==> src/sv/ctc_pkg.sv <==
package ctc_pkg;

    localparam int SCREEN_WIDTH  = 80;
    localparam int SCREEN_HEIGHT = 25;
    localparam int CELL_COUNT    = SCREEN_WIDTH * SCREEN_HEIGHT;

    localparam int ROW_W  = 5;
    localparam int COL_W  = 7;
    localparam int ADDR_W = $clog2(CELL_COUNT);
    localparam int CFG_IDX_W = 2;

    localparam logic [ROW_W-1:0] LAST_ROW = ROW_W'(SCREEN_HEIGHT - 1);
    localparam logic [COL_W-1:0] LAST_COL = COL_W'(SCREEN_WIDTH - 1);

    localparam logic [7:0] CHAR_NEWLINE = 8'd10;
    localparam logic [7:0] CHAR_BLANK   = 8'd32;
    localparam logic [7:0] RESET_ATTR   = 8'h07;

    localparam logic CMD_PUT  = 1'b0;
    localparam logic CMD_READ = 1'b1;

    localparam logic [CFG_IDX_W-1:0] CFG_FG = 2'd0;
    localparam logic [CFG_IDX_W-1:0] CFG_BG = 2'd1;

    typedef struct packed {
        logic [ROW_W-1:0] row;
        logic [COL_W-1:0] col;
        logic [ROW_W-1:0] base;
        logic             scroll;
    } cursor_upd_t;

endpackage

==> src/sv/ctc_cursor.sv <==
module ctc_cursor
    import ctc_pkg::*;
(
    input  logic [ROW_W-1:0] cur_row,
    input  logic [COL_W-1:0] cur_col,
    input  logic [ROW_W-1:0] base,
    input  logic [7:0]       char_code,
    output cursor_upd_t      upd
);

    logic [COL_W:0] col_inc;
    logic           wrap;

    always_comb
    begin
        col_inc = {1'b0, cur_col} + (COL_W+1)'(1);
        wrap    = (char_code == CHAR_NEWLINE) || (col_inc >= (COL_W+1)'(SCREEN_WIDTH));
        upd.row    = cur_row;
        upd.col    = col_inc[COL_W-1:0];
        upd.base   = base;
        upd.scroll = 1'b0;
        if (wrap)
        begin
            upd.col = '0;
            if (cur_row == LAST_ROW)
            begin
                // rows are kept in a ring: scrolling just rotates the top row index
                upd.scroll = 1'b1;
                upd.base   = (base == LAST_ROW) ? '0 : base + ROW_W'(1);
            end
            else
            begin
                upd.row = cur_row + ROW_W'(1);
            end
        end
    end

endmodule

==> config.mk <==
export PLATFORM = sky130hd
export DESIGN_NAME = ctc_cursor
export DESIGN_NICKNAME = d
export VERILOG_FILES = /design/src/sv/ctc_pkg.sv /design/src/sv/ctc_cursor.sv
export SDC_FILE = /design/constraint.sdc
export NUM_CORES = 1
export LEC_CHECK = 0
export ABC_CLOCK_PERIOD_IN_PS = 1800
export BUFFER_PORTS_ARGS = -buffer_cell sky130_fd_sc_hd__buf_2
export CORE_UTILIZATION = 30
export DETAILED_ROUTE_END_ITERATION = 12
export RECOVER_POWER = 100
export SYNTH_ARGS = -nofsm -noshare
export SYNTH_HDL_FRONTEND = slang
export SYNTH_SLANG_ARGS = --single-unit
==> constraint.sdc <==
create_clock -name vclk -period 1.8
set_input_delay 0.09 -clock vclk [all_inputs]
set_output_delay 0.09 -clock vclk [all_outputs]
set_load 0.005 [all_outputs]
==> metrics.yaml <==
status: "finished, final reports clean"
critPathMaxFanout: 5
synth_fa_ha_area_share_pct: 10.85
placed_cells: 154
portBuffers: 43
hold_ws_ns: 0.4438
slew_headroom_pct: 70.35
grt_antenna_before_repair: 0
num_io_pins: 43
yosys_warnings: 0
place_area_um2: 879.6
critPathArrivalTime_ns: 1.59
synthSimpleGateAreaFrac_pct: 36.01
fin_crit_sh_pct: 93.18
hold_class: "in -> out"
drcViolationCount: 0
hpwl_um: 1261
wl_um: 1454
tns_ns: 0
grt-ovfl-total: 0
core_region_area_mm2: 0.001764
worst_pin_slew_ns: 0.4386
synth.distinct_cells: 35
grt_max_degree: 8
p_per_area_mw_per_mm2: 191.5
drt-pass1-iter-count: 4
peakVddDrop_mv: 0.09576
critPathCaptureType: "output port"
clock.fmax_mhz: 596.2
dieArea_mm2: 0.002102
synth_top_family_by_area: "simple AND/OR/NAND/NOR gates"
startpoint: "cur_col[0]"
cts_hold_buf: 0
die_y_um: 45.85
clkbuf_count: 0
hold_violations: 0
synth_compound_area_share_pct: 28.42
rsz0062_at_grt: "false"
design.seq.count: 0
grt_pass1_vias: 623
finalNonFillerCells: 154
final_area_um2: 855.8
nets: 161
ant_nets: 0
cp-start-kind: "primary input"
rows: 15
place.gp.congestion: 0.7624
report.final.slew_viol_count: 0
initial_core_util_pct: 32.70
postSynthAreaPerCell_um2: 7.395
vias: 778
drive_gt1_share_pct: 39.53
syn_inst: 78
setup_violations: 0
syn_area_um2: 576.8
wire_per_inst_um: 9.442
crit_type: "in -> out"
post-cts-setup-buffers: 0
grt_pass1_wl_um: 2428
p_leak_nw: 0.4010
crit_required_ns: 1.71
syn-num-nets: 108
holdCritStartpoint: "cur_row[4]"
fin_crit_ns: 1.677
drt_iter0_drc: 7
regArea_um2: 0
drt-vias-per-instance: 5.052
cap_violations: 0
synthMuxAreaShare_pct: 7.592
diodes: 0
track_usage_pct: 14.57
area_growth_pct: 48.37
fp.dieW_um: 45.85
synth.yosys.seq_area_share_pct: 0
synth_xor_area_share_pct: 10.63
[metal layers]
metal	vias up	wire length (µm)	GRT usage [%]
met5	-	0	0
met4	0	0	0
met3	0	110	0
met2	36	676	27.89
met1	345	667	19.07
li1	397	-	-
[worst max-delay path, cell delays in order]
cell and delay, ns:
buf_2 0.12, ha_1 0.17, nand3_1 0.09, or3b_4 0.43, buf_4 0.16, a311oi_2 0.25
xor2_1 0.17, clkbuf_1 0.12
[cell usage in the layout (no fill, tap or decap), types with 4 or more instances in the layout]
cell type  instances
inv_1              7
xor2_1             4
buf_2             32
clkbuf_1          11
ha_1               5
nor2_1             9
a31oi_1            5
buf_4              6
nand3_1            8
[path summary, 6_finish.rpt]
path,to,cells after the start,slack [ns]
setup / recovery,upd[17],8,0.12
hold / removal,upd[17],3,0.44
[cell families (layout without fill, tap and decap cells)]
group	after synthesis	in the layout
AND/OR/NAND/NOR	36	36
buffers and inverters	8	59
XOR/XNOR	7	7
adder cells (fa/ha/maj)	5	5
AO/OA/AOI/OAI	18	18
multiplexers	4	4
[stage by stage]
stage	power (mW)	setup slack (ns)	util, %
after floorplan	0.07926	0.2630	-
after global placement	0.1676	0.09150	49.86
after detailed placement	0.1700	0.05785	49.86
after CTS	0.1707	0.05598	49.86
after global routing	0.1858	0.009202	48.51
final	0.1639	0.1228	48.51
[cells in the mapped netlist, drive strengths merged]
| master | instances | share of area, % |
|---|---|---|
| nand4b | 1 | 1.5 |
| a2bb2oi | 2 | 4.1 |
| ha | 5 | 11 |
| nand3b | 1 | 1.3 |
| a21bo | 1 | 1.7 |
| nor3 | 2 | 1.7 |
| a31o | 1 | 1.5 |
| a31oi | 6 | 9.1 |
| mux2 | 3 | 5.9 |
| o2bb2ai | 2 | 3.0 |
| xnor2 | 3 | 4.6 |
| nor2 | 9 | 5.9 |
| and4b | 2 | 3.5 |
| nand2 | 3 | 2.0 |
| xor2 | 4 | 6.1 |
| a21oi | 2 | 1.7 |
| mux2i | 1 | 1.7 |
| nand3 | 8 | 7.8 |
| and2 | 1 | 1.1 |
| nor4b | 2 | 3.0 |
| o21ai | 1 | 0.87 |
| nand2b | 1 | 1.1 |
| or3b | 1 | 1.5 |
| and3 | 2 | 2.4 |
| buf | 1 | 2.0 |
| o211ai | 1 | 2.2 |
| nor2b | 2 | 2.2 |
| nand4 | 1 | 1.1 |
| a311oi | 2 | 4.1 |
| inv | 7 | 4.6 |
[timing repair]
item                       CTS  global route
setup endpoints to repair    0             6
gates resized for setup      0             1
hold endpoints to repair     0             0
[report_power, final]
| part | internal, mW | switching, mW | total, mW |
|---|---|---|---|
| Sequential | 0 | 0 | 0 |
| Clock | 0 | 0 | 0 |
| Combinational | 0.0821 | 0.0817 | 0.164 |
| Total | 0.0821 | 0.0817 | 0.164 |
[final cells by class]
class	instances	area [µm²]
Fill cell	190	908.4
Multi-Input combinational cell	70	536.8
Timing Repair Buffer	52	261.5
Tap cell	25	31.28
Inverter	7	26.28
Power figures use the tool's default switching activity.
